## src/rtl/uer_pkg.sv

```systemverilog
`timescale 1ns / 1ps

package uer_pkg;

    localparam int unsigned TIMEOUT_W = 10;
    localparam int unsigned COUNT_W   = 10;
    localparam int unsigned DIST_W    = 11;
    localparam int unsigned SENSOR_W  = 2;
    localparam int unsigned LINES_W   = 3;

    localparam logic [TIMEOUT_W-1:0] TIMEOUT_RESET = 10'd300;

    localparam logic                CMD_TICK       = 1'b0;
    localparam logic                CMD_START      = 1'b1;
    localparam logic [SENSOR_W-1:0] SENSOR_INVALID = 2'd3;

    // Echo width to centimetres: (w * CM_MUL + CM_ROUND) / CM_DIV.
    // The divide is a multiply by ceil(2^31 / 1000) and a shift; the reciprocal
    // error (352) stays under 2^(31-21), so the quotient is exact for every
    // dividend below 2^21, which covers all 10-bit widths.
    localparam int unsigned CM_MUL      = 1715;
    localparam int unsigned CM_ROUND    = 500;
    localparam int unsigned CM_DIV      = 1000;
    localparam int unsigned RECIP_SHIFT = 31;
    localparam logic [63:0] CM_RECIP =
        ((64'd1 << RECIP_SHIFT) + 64'(CM_DIV) - 64'd1) / 64'(CM_DIV);
    localparam logic [63:0] CM_SCALE  = 64'(CM_MUL) * CM_RECIP;
    localparam logic [63:0] CM_OFFSET = 64'(CM_ROUND) * CM_RECIP;

    typedef enum logic [2:0] {
        PH_IDLE      = 3'd0,
        PH_TRIG_LOW  = 3'd1,
        PH_TRIG_HIGH = 3'd2,
        PH_WAIT_HIGH = 3'd3,
        PH_WAIT_LOW  = 3'd4
    } phase_t;

    typedef struct packed {
        logic                cmd;
        logic [SENSOR_W-1:0] sensor;
        logic [LINES_W-1:0]  echo_lines;
    } item_t;

    typedef struct packed {
        logic [LINES_W-1:0] trig_lines;
        logic               busy_res;
        logic               done_res;
        logic               ok;
        logic [DIST_W-1:0]  range_cm;
    } result_t;

endpackage

```

## src/rtl/ultrasonic_echo_ranger.sv

```systemverilog
`timescale 1ns / 1ps

// Ultrasonic echo ranger for three sensors (front, left, right). Every input
// transaction is either a 100 us tick or a start; each one yields exactly one
// result transaction carrying trigger levels, busy, done, ok and the distance
// in centimetres. A start while idle picks a sensor (code 3 ends at once with
// done and not ok); the following ticks pulse that sensor's trigger and then time its
// echo, and each edge wait fails after cfg_data ticks (echo_timeout, reset 300,
// written through the cfg channel; the user must write it only while no
// measurement is running, and the block does not enforce this). The block
// sustains one transaction per clock while results are drained; a result
// becomes valid after passing an input register and a result register, and
// the path between them is the state update plus one constant multiply that
// turns the echo width into centimetres. A new item is still taken while a
// result waits, as long as the input register is empty; with both registers
// full, item_ready drops until the result is drained.

module ultrasonic_echo_ranger
(
    input  logic                          clk,
    input  logic                          rst_n,

    input  logic                          item_valid,
    output logic                          item_ready,
    input  uer_pkg::item_t                item,

    output logic                          result_valid,
    input  logic                          result_ready,
    output uer_pkg::result_t              result,

    input  logic                          cfg_valid,
    output logic                          cfg_ready,
    input  logic [uer_pkg::TIMEOUT_W-1:0] cfg_data
);

    // Input stage: holds one accepted transaction until the core consumes it.
    logic                          hold_valid_reg, hold_valid_next;
    uer_pkg::item_t                hold_item_reg;

    // Result stage.
    logic                          result_valid_reg, result_valid_next;
    uer_pkg::result_t              result_reg;
    uer_pkg::result_t              core_result;

    logic [uer_pkg::TIMEOUT_W-1:0] timeout_reg;

    logic                          advance;
    logic                          fire;

    // Advance when the result slot is empty or being drained this cycle.
    assign advance    = !result_valid_reg || result_ready;
    assign fire       = hold_valid_reg && advance;
    assign item_ready = !hold_valid_reg || advance;
    assign cfg_ready  = 1'b1;

    assign result_valid = result_valid_reg;
    assign result       = result_reg;

    uer_core u_core
    (
        .clk     (clk),
        .rst_n   (rst_n),
        .fire    (fire),
        .item    (hold_item_reg),
        .timeout (timeout_reg),
        .result  (core_result)
    );

    always_comb
    begin
        // Keep the input slot full while a new transaction arrives or the old one waits.
        hold_valid_next = (item_valid && item_ready) || (hold_valid_reg && !advance);
        // Keep the result slot full when the core fires or the old result is not taken.
        result_valid_next = fire || (result_valid_reg && !result_ready);
    end

    always_ff @(posedge clk or negedge rst_n)
    begin
        if (!rst_n)
        begin
            hold_valid_reg   <= 1'b0;
            result_valid_reg <= 1'b0;
            timeout_reg      <= uer_pkg::TIMEOUT_RESET;
        end
        else
        begin
            hold_valid_reg   <= hold_valid_next;
            result_valid_reg <= result_valid_next;
            if (cfg_valid && cfg_ready)
            begin
                timeout_reg <= cfg_data;
            end
        end
    end

    // Payload registers: load on transfer, no reset needed.
    always_ff @(posedge clk)
    begin
        if (item_valid && item_ready)
        begin
            hold_item_reg <= item;
        end
        if (fire)
        begin
            result_reg <= core_result;
        end
    end

endmodule

```

## src/rtl/uer_range.sv

```systemverilog
`timescale 1ns / 1ps

module uer_range
(
    input  logic [uer_pkg::COUNT_W-1:0] width_ticks,
    output logic [uer_pkg::DIST_W-1:0]  cm_out
);

    localparam int unsigned PROD_W = 42;

    logic [PROD_W-1:0] scaled;

    // Scale and round in one constant multiply, then drop the reciprocal's fraction.
    assign scaled = PROD_W'(width_ticks) * PROD_W'(uer_pkg::CM_SCALE)
                  + PROD_W'(uer_pkg::CM_OFFSET);

    assign cm_out =
        scaled[uer_pkg::RECIP_SHIFT + uer_pkg::DIST_W - 1 : uer_pkg::RECIP_SHIFT];

endmodule

```

## src/rtl/uer_core.sv

```systemverilog
`timescale 1ns / 1ps

module uer_core
(
    input  logic                          clk,
    input  logic                          rst_n,
    input  logic                          fire,
    input  uer_pkg::item_t                item,
    input  logic [uer_pkg::TIMEOUT_W-1:0] timeout,
    output uer_pkg::result_t              result
);

    uer_pkg::phase_t               phase_reg,  phase_next;
    logic [uer_pkg::SENSOR_W-1:0]  sensor_reg, sensor_next;
    logic [uer_pkg::COUNT_W-1:0]   count_reg,  count_next;

    logic                          is_start;
    logic                          level;
    logic                          timed_out;
    logic [uer_pkg::COUNT_W-1:0]   count_inc;
    logic [uer_pkg::LINES_W-1:0]   trig_bit;
    logic [uer_pkg::DIST_W-1:0]    cm_value;

    assign is_start  = (item.cmd == uer_pkg::CMD_START);
    assign level     = item.echo_lines[sensor_reg];
    assign count_inc = count_reg + uer_pkg::COUNT_W'(1);
    assign timed_out = (count_inc >= timeout);
    assign trig_bit  = uer_pkg::LINES_W'(1) << sensor_reg;

    uer_range u_range
    (
        .width_ticks (count_inc),
        .cm_out      (cm_value)
    );

    always_comb
    begin
        phase_next  = phase_reg;
        sensor_next = sensor_reg;
        count_next  = count_reg;
        if (is_start)
        begin
            if (phase_reg == uer_pkg::PH_IDLE && item.sensor != uer_pkg::SENSOR_INVALID)
            begin
                sensor_next = item.sensor;
                count_next  = '0;
                phase_next  = uer_pkg::PH_TRIG_LOW;
            end
        end
        else
        begin
            unique case (phase_reg)
                uer_pkg::PH_IDLE:
                begin
                end
                uer_pkg::PH_TRIG_LOW:
                begin
                    phase_next = uer_pkg::PH_TRIG_HIGH;
                end
                uer_pkg::PH_TRIG_HIGH:
                begin
                    phase_next = uer_pkg::PH_WAIT_HIGH;
                    count_next = '0;
                end
                uer_pkg::PH_WAIT_HIGH:
                begin
                    count_next = count_inc;
                    if (level)
                    begin
                        phase_next = uer_pkg::PH_WAIT_LOW;
                        count_next = '0;
                    end
                    else if (timed_out)
                    begin
                        phase_next = uer_pkg::PH_IDLE;
                    end
                end
                uer_pkg::PH_WAIT_LOW:
                begin
                    count_next = count_inc;
                    if (!level || timed_out)
                    begin
                        phase_next = uer_pkg::PH_IDLE;
                    end
                end
                default:
                begin
                    phase_next = uer_pkg::PH_IDLE;
                end
            endcase
        end
    end

    always_comb
    begin
        result          = '0;
        result.busy_res = (phase_next != uer_pkg::PH_IDLE);
        if (is_start)
        begin
            result.done_res = (phase_reg == uer_pkg::PH_IDLE)
                           && (item.sensor == uer_pkg::SENSOR_INVALID);
        end
        else
        begin
            unique case (phase_reg)
                uer_pkg::PH_IDLE,
                uer_pkg::PH_TRIG_HIGH:
                begin
                end
                uer_pkg::PH_TRIG_LOW:
                begin
                    result.trig_lines = trig_bit;
                end
                uer_pkg::PH_WAIT_HIGH:
                begin
                    result.done_res = !level && timed_out;
                end
                uer_pkg::PH_WAIT_LOW:
                begin
                    result.done_res = !level || timed_out;
                    result.ok       = !level;
                    if (!level)
                    begin
                        result.range_cm = cm_value;
                    end
                end
                default:
                begin
                end
            endcase
        end
    end

    always_ff @(posedge clk or negedge rst_n)
    begin
        if (!rst_n)
        begin
            phase_reg  <= uer_pkg::PH_IDLE;
            sensor_reg <= '0;
            count_reg  <= '0;
        end
        else if (fire)
        begin
            phase_reg  <= phase_next;
            sensor_reg <= sensor_next;
            count_reg  <= count_next;
        end
    end

endmodule

```

## config.mk

```make
export PLATFORM = sky130hd
export DESIGN_NAME = ultrasonic_echo_ranger
export DESIGN_NICKNAME = d
export VERILOG_FILES = /design/src/rtl/uer_pkg.sv /design/src/rtl/ultrasonic_echo_ranger.sv /design/src/rtl/uer_range.sv /design/src/rtl/uer_core.sv
export SDC_FILE = /design/constraint.sdc
export NUM_CORES = 1
export LEC_CHECK = 0
export ABC_AREA = 1
export BUFFER_PORTS_ARGS = -buffer_cell sky130_fd_sc_hd__buf_2
export CELL_PAD_IN_SITES_DETAIL_PLACEMENT = 1
export CELL_PAD_IN_SITES_GLOBAL_PLACEMENT = 1
export CORE_MARGIN = 1
export CORE_UTILIZATION = 50
export DETAILED_ROUTE_END_ITERATION = 7
export PLACE_DENSITY_LB_ADDON = 0.1
export SLEW_MARGIN = 10
export SYNTH_ARGS = -nofsm -noshare
export SYNTH_HDL_FRONTEND = slang
export SYNTH_SLANG_ARGS = --single-unit
```

## constraint.sdc

```tcl
create_clock -name clk -period 14.8 [get_ports clk]
set_input_delay 1.48 -clock clk [delete_from_list [all_inputs] [get_ports clk]]
set_output_delay 1.48 -clock clk [all_outputs]
set_load 0.05 [all_outputs]
```

Word-level counts from Yosys, hierarchy flattened:

Index checks and enable logic that the tools add are counted.
W data, S select, Z words.

* register bits after elaboration: 50
* bits in latches: 0
* RAM bits: 0
* ROM bits: 0
* bits of input ports: 21
* output and inout port bits: 20
* word-level logic and storage cells: 68
* memories: 0

* $add $sub $neg: 2
* multiply operators: 1
* div/mod/pow operators: 0
* $lt $le $gt $ge: 2
* equality and inequality tests: 7
* shift-type cells: 1
* multiplexer cells: 14
* bitwise gates (word level): 2
* reduce and logical (&&, ||, !) cells: 25

Operator list (count)
* $add A42 B31 Y42 const B: 1
* $mul A10 B30 Y40 const B: 1
* $mux W10: 3
* $pmux W10 S3: 1
* $mux W3: 5
* $pmux W3 S5: 1
* $add A10 B1 Y10 const B: 1
* $ge A10 B10 Y1: 1
* $logic_and A1 B1 Y1: 7
* $eq A3 B2 Y1 const B: 2
* $reduce_and A3 Y1: 2
* $logic_not A1 Y1: 5
* $logic_or A1 B1 Y1: 5
* $reduce_bool A4 Y1: 1
* $reduce_or A2 Y1: 2
* $eq A3 B1 Y1 const B: 1
* $eq A3 B3 Y1 const B: 1
* $logic_not A3 Y1: 1
* $lt A2 B3 Y1 const B: 1
* $reduce_bool A3 Y1: 1
* $reduce_or A3 Y1: 1
* $shl A1 B2 Y3 const A: 1
* $bmux W1 S2: 1
* $eq A2 B2 Y1 const B: 1
* 5 further kinds: 7

Depth between registers and ports, before layout:

Gate-level depths: netlist (run 1).

* depth in word-level cells: 8
* mapped depth: 37
* gate-level depth less buffers: 37

Hierarchy:

Synthesis (run 1) repeated with hierarchy kept, for this count alone.

* cell total of the unflattened synthesis: 1271
* area total of the unflattened synthesis: 8644.5 um^2

Modules (own cells, without submodules)
* uer_range: instances 1, cells an instance 977, area each 6012.0 um^2, sequential area each 0.0 um^2
* uer_core: instances 1, cells an instance 215, area each 1400.1 um^2, sequential area each 375.4 um^2
* ultrasonic_echo_ranger: instances 1, cells an instance 79, area each 1232.4 um^2, sequential area each 996.0 um^2

Least setup slack after synthesis (run 1):

Ideal clock, no wire load.

* path kind: reg-to-reg
* start point: register u_core.count_reg[0] in the netlist's numbering
* end point: register result_reg (netlist bit result[6]), data pin
* library setup time: 270 ps
* data arrival time: 6218 ps
* data required time: 14530 ps
* slack: 8312 ps
* cell stages (with the launch flop): 33
* path buffers: 0
* period minus slack after synthesis: 6488 ps
* cell sequence: dfrtp_1 ha_1 nand2_1 nor4_1 nand3_1 xor2_1 inv_1 ha_1 ha_1 inv_1 fa_1 inv_1 fa_1 inv_1 fa_1 inv_1 ha_1 nand2_1 inv_1 nand2_1 nand3_1 a21oi_1 nand3_1 nand2_1 nand2_2 nor2_4 nand2_1 nor2_1 nand3_1 nand2_2 nand2_1 nand2_1 a21oi_1

* longest elaborated chain between the ends: 3

RTL lines
* start, declared: line uer_core.sv:15 `logic [uer_pkg::COUNT_W-1:0] count_reg, count_next;`
* start signal, assigned: line uer_core.sv:146 `count_reg <= count_next;`
* $add A10 B1 Y10: line uer_core.sv:26 `assign count_inc = count_reg + uer_pkg::COUNT_W'(1);`
* $mul A10 B30 Y40: line uer_range.sv:14 `assign scaled = PROD_W'(width_ticks) * PROD_W'(uer_pkg::CM_SCALE)`
* $add A42 B31 Y42: line uer_range.sv:15 `+ PROD_W'(uer_pkg::CM_OFFSET);`
* end signal, assigned: line ultrasonic_echo_ranger.sv:105 `result_reg <= core_result;`
* end, declared: line ultrasonic_echo_ranger.sv:42 `uer_pkg::result_t result_reg;`

No other way between the ends.
A chain may end at the register's enable or synchronous reset.

Worst setup path after layout (run 1):

* start point: register u_core.count_reg[0] in the netlist's numbering
* end point: register result_reg (netlist bit result[4]), data pin

Same word-level chain as after synthesis.

==> results list, run 1 <==
- The run finished with clean final reports.
* Fin. max-slew vios: 0
- Cells with a size suffix above 1 make up 7.90% of the layout.
* H-tree depth: 2
- In this run the power spent charging and discharging nets is 0.663 mW.
* Share of flip-flops with an asynchronous set or reset: 54.0%
- Root buffer cell: sky130_fd_sc_hd__clkbuf_16
* Sequential group share of total power: 16.3%
* Number of buffer and inverter stages on the critical path: 6
- For this design, the CTS-stage hold fixing added 0 buffers.
- Counting along the longest clock path gives a buffer depth of 2.
- STA classifies the critical path endpoint as a flip-flop.
- Measured against the total synthesized area, the mux share comes to less than 1%.
- Relative to the synthesized area, the layout overhead comes to 7.13%.
- Vias in the first global route: around 9000
* Number of antenna violations at the first check in global routing: 0
* Average instance area after synthesis: 6.76 µm²
- Arrival time of data at the critical path endpoint: 8.26 ns
- In this run the tool buffered the top-level ports with 39 buffer cells.
- Peak clock frequency supported by timing: 0.123 GHz
* Number of nets in the finished design: approximately 1500
- Final Cycle Share: about 55%
* Clock latency at the later pin of the worst-skew pair: 0.31 ns
* Aggregate negative setup slack: 0 ns
- Chip width: 133 µm
- TritonCTS built the clock tree.
- The tool flagged a number of max-cap violations equal to 0.
* Post-synth EDFFs: 23
- Post-Route Skew: 0.0112 ns
- Number of warnings reported in the yosys synthesis log: 0
* Main combinational cell family by area after synthesis: adder cells
* First-pass GRT wire length: around 46 mm
- Critical Path Stages: 30
* Routed wire per std cell: ~18 µm
- Class of the tightest hold or removal check: flip-flop to flip-flop
- Number of resized instances in the post-cts repair step: 0
- The slowest stage of the critical path is the sky130_fd_sc_hd__dfrtp_1 cell.
* Hold path depth: 2
- Largest fanout on the critical path: 15
* Fraction of power spent switching nets: 58.1%
- Summing the areas of all fa, ha and maj instances in the mapped netlist gives 31.8% of the synthesized area.
- In the synthesized netlist, the number of instances is about 1300.
- The internal power of the cells totals about 0.48 mW.
* Yosys reg bits: 50
- In this run the post-CTS setup repair buffer count came out at 0.
- For this design, the sink count on the clock tree is 50.
- Top cells by area in the synthesized netlist: sky130_fd_sc_hd__ha_1 18%, sky130_fd_sc_hd__nand2_1 15%, sky130_fd_sc_hd__fa_1 13%
- Final GP Congestion: 0.926
- # IOs: slightly above 40
- N_diodes: 0
- Total track usage: 33.6%
- Placed wire-length estimate: approximately 24 mm
- In the synthesized netlist the dominant register cell turns out to be sky130_fd_sc_hd__edfxtp_1.
* Top cell family by delay on the critical path: adder cells
- The register with the most flip-flops in the layout has 17 of them.
- The count of cells in the finished layout, fillers not included, comes to 1537.
- For this block, the routed nets add up to 28.3 mm of wire.
- Simple-Gate Fraction of Synth Area: 30.9%
* Leading cell types in the layout, fill and taps excluded: 345 x sky130_fd_sc_hd__nand2_1, 307 x sky130_fd_sc_hd__inv_1, 126 x sky130_fd_sc_hd__ha_1, 103 x sky130_fd_sc_hd__nor2_1, 75 x sky130_fd_sc_hd__nand3_1
- Cells on worst reg2reg path: 30
- The die covers 17700 µm².
- Most common library cell in the layout ignoring fill and taps: sky130_fd_sc_hd__nand2_1
- Worst vdd rail ir drop: 0.130 mV
- Clk slew on worst S/H paths: 0.08 ns
- Cell count after placement: 1529
- Fraction of synthesized cell area taken by the top area cell type: a little under a fifth
* Worst hold-check slack: 0.509 ns
* Largest net degree at the start of global routing: 28
- In this run the cell area of the synthesized design comes to 8600 µm².
- Setup repair after global routing left no endpoint under its margin.
* Max-Slew Margin vs Limit: roughly a third
- The worst setup path is launched from a flip-flop.
* Post-synth net total: 1478
- In this run the static leakage power is 5.33 nW.
* Worst endpoint required time: 14.91 ns
- Area of the core region: around 17000 µm²
- The total overflow left after global routing is 0.
- The initialized floorplan defines 47 standard-cell rows.
* Actual transition at the worst max-transition pin: 1.01 ns
- sky130_fd_sc_hd__ha_1 takes more of the synthesized area than any other cell.
* Post-synth cell types: between 40 and 50
- The final number of hold-violating endpoints came to 0.
- Maximum single-stage delay on the critical path: 0.96 ns
* Vertical die dimension: 133 µm
* Critical path class: flip-flop to flip-flop
- Relative contribution of the clock network to total power: 11.1%
- Minimum clock period after layout: 8.15 ns
- Power Dens Cells: 124 nW/µm²
* Fraction of the mapped netlist area in compound gates: approximately 5.7%
- Setup violations remaining at the end of the flow were counted as 0.
- The initial utilization of the core area, before any placement, comes to 51.5%.
- Total number of vias: slightly above 8000
- Of the total synthesized cell area, the portion taken by XOR and XNOR cells is 1.43%.
- Antenna viol nets, final: 0
* Via density: 5.38
* Number of iterations in the first detailed-routing pass: 5
- Detailed-route DRC error count: 0
- After the first detailed-routing iteration, the DRC count stood at around 430.
* Register area share after synthesis: between 15 and 20%
- Fill cell instance count of the final layout: 2308
- Logic gate share of total power: between 70% and 80%
- Inserted Clock Buffers: 5
[final timing paths]
kind                                                  from                              end  slack (ns)
setup reg to reg           u_core.count_reg[0]$_DFFE_PN0P_          result[4]$_SDFFCE_PP0P_        6.65
hold / removal                  timeout_reg[5]$_DFFE_PN1P_       timeout_reg[5]$_DFFE_PN1P_        0.51
min in group asynchronous                            rst_n       timeout_reg[4]$_DFFE_PN0P_        1.19
hold reg to reg                 timeout_reg[5]$_DFFE_PN1P_       timeout_reg[5]$_DFFE_PN1P_        0.51
max in group asynchronous                            rst_n  u_core.count_reg[1]$_DFFE_PN0P_       13.18
setup / recovery           u_core.count_reg[0]$_DFFE_PN0P_          result[4]$_SDFFCE_PP0P_        6.65
[worst reg2reg max path: cells and delay by family, from the launching register on]
family	cells	cell delay, ns
fa+ha+maj	7	3.14
simple gates	15	2.30
flops	1	0.96
buf+inv	6	0.76
xor+xnor	1	0.57
compound gates	1	0.24
[Yosys cell counts, types with 15 or more instances]
cell	number
sky130_fd_sc_hd__inv_1	307
sky130_fd_sc_hd__nor3_1	15
sky130_fd_sc_hd__ha_1	126
sky130_fd_sc_hd__nand4_1	23
sky130_fd_sc_hd__nand2_1	345
sky130_fd_sc_hd__dfrtp_1	23
sky130_fd_sc_hd__nand3_1	75
sky130_fd_sc_hd__nor2_1	103
sky130_fd_sc_hd__o21ai_0	31
sky130_fd_sc_hd__a21oi_1	37
sky130_fd_sc_hd__edfxtp_1	23
sky130_fd_sc_hd__fa_1	58
[cells by family (layout without fill, tap and decap cells)]
logic type,count (synthesis),in the layout
adder cells (fa/ha/maj),184,184
flip-flops,50,50
XOR/XNOR,14,14
AO/OA/AOI/OAI,89,89
buffers and inverters,322,366
multiplexers,1,1
other,1,1
AND/OR/NAND/NOR,612,612
[power groups by stage]
stage,clock network (mW),logic [mW],registers (mW)
floorplan,0,0.574,0.197
global placement,0,0.764,0.186
detailed placement,0,0.803,0.188
CTS,0.128,0.822,0.186
global route,0.131,0.927,0.188
finish,0.127,0.827,0.186
[per-layer routing]
layer  share of wire, %  vias up  global-route usage, %
li1                   -     4009                      -
met1                 43     3979                   41.5
met2                 50      205                   59.9
met3                3.2       69                   3.04
met4                3.8        0                   14.1
met5                  0        -                      0
[layout make-up]
cell class                 instances  area, µm²  share of cell area [%]
clock buffer                       5        125                    1.36
clock inverter                     3       28.8                   0.312
inverter                         318       1190                    13.0
multi-input combinational        901       6020                    65.3
sequential                        50       1370                    14.9
tap                              220        275                    2.99
timing repair buffer              40        203                    2.20
[metrics by stage]
stage | total power, mW | utilization [%] | setup slack (ns) | instance area [µm²]
2_1_floorplan | 0.771 | - | 8.31 | 8600
3_3_place_gp | 0.950 | 54.3 | 7.02 | 9060
3_5_place_dp | 0.992 | 54.3 | 6.68 | 9060
4_1_cts | 1.14 | 55.2 | 6.60 | 9220
5_1_grt | 1.25 | 55.2 | 6.18 | 9220
6_report | 1.14 | 55.2 | 6.65 | 9220
No activity file was read; power rests on OpenSTA's default activity.
==> run 2: changes to the inputs <==
ABC_AREA = 0   (was 1)
CORE_UTILIZATION = 45   (was 50)
clock period = 7.2 ns   (was 14.8 ns; I/O delays follow)
==> results list, run 2 <==
* Outcome: finished, final reports clean
- Wire length on met1: 9.20 mm
- Number of buffers on the longest clock path: 2
* Fill cell instance count of the final layout: 1929
- During placement, the flow inserted port buffers numbering 39.
- H-tree depth: 2
* Routed wire per std cell: 18.9 µm
* Via density: approximately 5.6
- 41 I/O pins were placed.
- Top cells by area in the synthesized netlist: sky130_fd_sc_hd__ha_1 21%, sky130_fd_sc_hd__fa_1 16%, sky130_fd_sc_hd__edfxtp_1 9.4%
- The die is 130 µm tall.
- After Yosys synthesis, and, or, nand and nor cells account for about 14% of the synthesized area.
- Summed over all layers, the global routing overflow is 0.
- The detailed router finished its first iteration with roughly 230 violations.
- Setup violations remaining at the end of the flow were counted as 0.
- Number of antenna violations at the first check in global routing: 0
* Area delta synth->final: 10.3%
- Leakage power: 4.27 nW
- In this run the cell area measured after placement is 7830 µm².
- Highest routed metal layer: met4
- Chip width: 130 µm
* Area of all placed cells without fillers: 8100 µm²
- Arrival time of data at the critical path endpoint: 7.11 ns
- After synthesis, the mean cell area works out to approximately 9.0 µm².
- Yosys printed 0 warnings.
- The synthesized netlist devotes 3.89% of its cell area to XOR and XNOR gates.
- Most used flip-flop cell after synthesis: sky130_fd_sc_hd__edfxtp_1
- Fin. max-slew vios: 0
- IR analysis of the VDD net gives a maximum drop of 0.123 mV.
- Of the total synthesized cell area, the portion taken by full adders, half adders and majority gates is between 30 and 40%.
- The min-delay analysis places its worst path in the category input port to asynchronous set/reset pin.
- TritonCTS clock tree: built
- Yosys reg bits: 50
* Total track usage: 25.2%
- Cell taking the most area after synthesis: sky130_fd_sc_hd__ha_1
- The cell sitting at the root of the clock tree is a sky130_fd_sc_hd__clkbuf_16.
* Worst hold-check slack: 0.436 ns
* Cell Area, Synth: 7340 µm²
- Summed over its instances, the top area cell type makes up 21.5% of the synthesized netlist area.
- The tool flagged a number of max-cap violations equal to 0.
- By instance count, the cell type seen most on the critical path is sky130_fd_sc_hd__fa_1.
* Share of cells above drive strength 1: 12.0%
- Area of the core region: 15900 µm²
- After clock tree synthesis, the clock-pin slew on the worst setup and hold paths is 0.08 ns.
- For this design, the sink count on the clock tree is 50.
- In this run, placement finished with an instance count of 1065.
* Met3 wire len: 617 µm
- Number of buffer and inverter stages on the critical path: 4
- Die outline area: 16800 µm²
* Vias in the first global route: roughly 6400
- At the worst endpoint, the required time is 7.37 ns.
* Non-Filler Instances: 1075
* Sum of met2 wire segment lengths after detailed routing: roughly 10 mm
- Power spread over the standard cell area amounts to approximately 230 nW/µm².
* Post-synth EDFFs: 23
* Post-Route Skew: 0.0125 ns
* Inserted Clock Buffers: 5
- Largest register FFs: 17
* Mux contribution to synthesized area: under 10%
- Main combinational cell family by area after synthesis: adder cells
- STA classifies the critical path startpoint as a flip-flop.
* N_diodes: 0
* Antenna viol nets, final: 0
* Number of nets in the finished design: 1063
- In this run the core area contains 46 standard-cell rows.
- For this run, the detailed router's first-pass iteration total came to 5.
- Actual transition at the worst max-transition pin: 0.767 ns
- On the worst path, the slowest cell contributes a delay of around 0.56 ns.
* Most common library cell in the layout ignoring fill and taps: sky130_fd_sc_hd__inv_1
- Critical path class: flip-flop to flip-flop
* Sort of element at the end of the critical path: flip-flop
- Peak clock frequency supported by timing: approximately 0.14 GHz
* Starting utilization of the core area: a little under half
* Total number of vias: 6053
* Post-synth net total: roughly 1000
- Synthesis produced 814 cells.
* Detailed-route DRC error count: 0
- Final Cycle Share: between 90 and 100%
- Summing the areas of all compound-gate instances in the mapped netlist gives 15.8% of the synthesized area.
* Leading cell types in the layout, fill and taps excluded: 140 x sky130_fd_sc_hd__inv_1, 123 x sky130_fd_sc_hd__ha_1, 58 x sky130_fd_sc_hd__fa_1, 51 x sky130_fd_sc_hd__nand2_1, 50 x sky130_fd_sc_hd__o21ai_0
- In this run, distinct cell masters in the synthesized netlist total 72.
* Final GP Congestion: 0.893
- Placed wire-length estimate: 17.1 mm
* Post-synth top cells: 142 x sky130_fd_sc_hd__inv_1, 126 x sky130_fd_sc_hd__ha_1, 58 x sky130_fd_sc_hd__fa_1, 51 x sky130_fd_sc_hd__nand2_1, 50 x sky130_fd_sc_hd__o21ai_0
- After synthesis, flip-flops and latches occupy 18.7% of the total area.
- Largest fanout on the critical path: 8
- Largest net degree at the start of global routing: 28
* Dominant cell by count in the synthesized netlist: sky130_fd_sc_hd__inv_1
- The final number of hold-violating endpoints was 0.
- Share of flip-flops with an asynchronous set or reset: 54.0%
- Post-Route WL: approximately 20 mm
- For the worst-skew pair, the clock arrives at the later sink with an insertion delay of 0.31 ns.
* Minimum clock period after layout: 6.94 ns
* Max-Slew Margin vs Limit: 48.3%
* Slowest CP cell: sky130_fd_sc_hd__fa_1
* Top cell family by delay on the critical path: adder cells
- The first global-routing pass estimated 32.6 mm of wire.
==> run 2: changes by cell type in the layout (fill, tap and decap cells not counted), sizes merged, moves of 15 or more <==
cell   before  now
nor2      119   30
nand2     359   51
nand4      24    9
buf        40   58
a21o        0   18
o21ai      31   53
inv       319  144
nand3      81   28
==> run 2: logic make-up after synthesis <==
kind of cell / Yosys count
DFF: 50
other: 1
and+or+nand+nor: 198
muxes: 12
AOI/OAI and AO/OA: 175
buffers and inverters: 163
adders and majority gates: 184
xor gates and xnor gates: 31
==> run 2: power by group <==
group,total [mW],internal (mW),switching [mW]
registers,0.368,0.334,0.0342
clock network,0.252,0.133,0.119
logic,1.25,0.454,0.797
total,1.87,0.920,0.951
==> run 2: cell type report <==
cell class / instances / area (µm²) / area share, %
Timing Repair Buffer: 58 / 342 / 4.22
Tap cell: 216 / 270 / 3.34
Sequential cell: 50 / 1370 / 17.0
Clock buffer: 5 / 125 / 1.55
Multi-Input combinational cell: 601 / 5430 / 67.0
Inverter: 142 / 533 / 6.58
Clock inverter: 3 / 27.5 / 0.340
==> run 2: per-layer routing <==
layer / up-vias / GRT usage (%)
met2: 101 / 44.6
met3: 22 / 3.69
li1: 2903 / -
met1: 3027 / 32.5
met5: - / 0
met4: 0 / 5.34
==> run 2: what timing repair did <==
action / in CTS / in global routing
gates resized for setup: 4 / 17
hold buffers: 0 / 0
setup buffers: 0 / 2
setup endpoints to repair: 6 / 8
hold endpoints to repair: 0 / 0
pin swaps: 0 / 3
==> run 2: metrics by stage <==
stage | setup slack [ns] | TNS [ns] | utilization [%] | total power, mW
CTS | 0.0460 | 0 | 50.3 | 1.86
detailed placement | -0.0966 | -0.214 | 49.3 | 1.59
floorplan | 0.0490 | 0 | - | 1.27
global placement | 0.128 | 0 | 49.3 | 1.55
finish | 0.264 | 0 | 51.0 | 1.87
global route | -0.0275 | -0.0381 | 51.0 | 2.04
==> run 2: final timing paths <==
check	from	to	slack, ns	cells after the start
min reg2reg	hold_valid_reg$_DFF_PN0_	result_valid$_DFF_PN0_	0.52	1
min in group clk	hold_valid_reg$_DFF_PN0_	result_valid$_DFF_PN0_	0.52	1
max reg2reg	u_core.count_reg[3]$_DFFE_PN0P_	result[10]$_SDFFCE_PP0P_	0.26	25
min	rst_n	u_core.sensor_reg[1]$_DFFE_PN0P_	0.44	1
max	u_core.count_reg[3]$_DFFE_PN0P_	result[10]$_SDFFCE_PP0P_	0.26	25
max in group asynchronous	rst_n	u_core.count_reg[0]$_DFFE_PN0P_	6.28	1
==> run 2: worst reg2reg max path, stage by stage, from the launching register on <==
cell	delay [ns]
sky130_fd_sc_hd__dfrtp_1	0.41
sky130_fd_sc_hd__and3_1	0.21
sky130_fd_sc_hd__and3_1	0.18
sky130_fd_sc_hd__and3_1	0.28
sky130_fd_sc_hd__nand3_2	0.17
sky130_fd_sc_hd__xor2_4	0.23
sky130_fd_sc_hd__buf_4	0.16
sky130_fd_sc_hd__fa_1	0.53
sky130_fd_sc_hd__inv_1	0.05
sky130_fd_sc_hd__fa_1	0.50
sky130_fd_sc_hd__fa_1	0.56
sky130_fd_sc_hd__inv_1	0.06
sky130_fd_sc_hd__fa_1	0.49
sky130_fd_sc_hd__ha_1	0.32
sky130_fd_sc_hd__ha_2	0.36
sky130_fd_sc_hd__a21oi_1	0.16
sky130_fd_sc_hd__nor2_1	0.08
sky130_fd_sc_hd__or3_1	0.32
sky130_fd_sc_hd__o31a_1	0.29
sky130_fd_sc_hd__a21oi_2	0.20
sky130_fd_sc_hd__mux2_2	0.37
sky130_fd_sc_hd__nor2_2	0.21
sky130_fd_sc_hd__nor4_4	0.07
sky130_fd_sc_hd__buf_4	0.17
sky130_fd_sc_hd__a311o_1	0.35
sky130_fd_sc_hd__o21ai_1	0.07
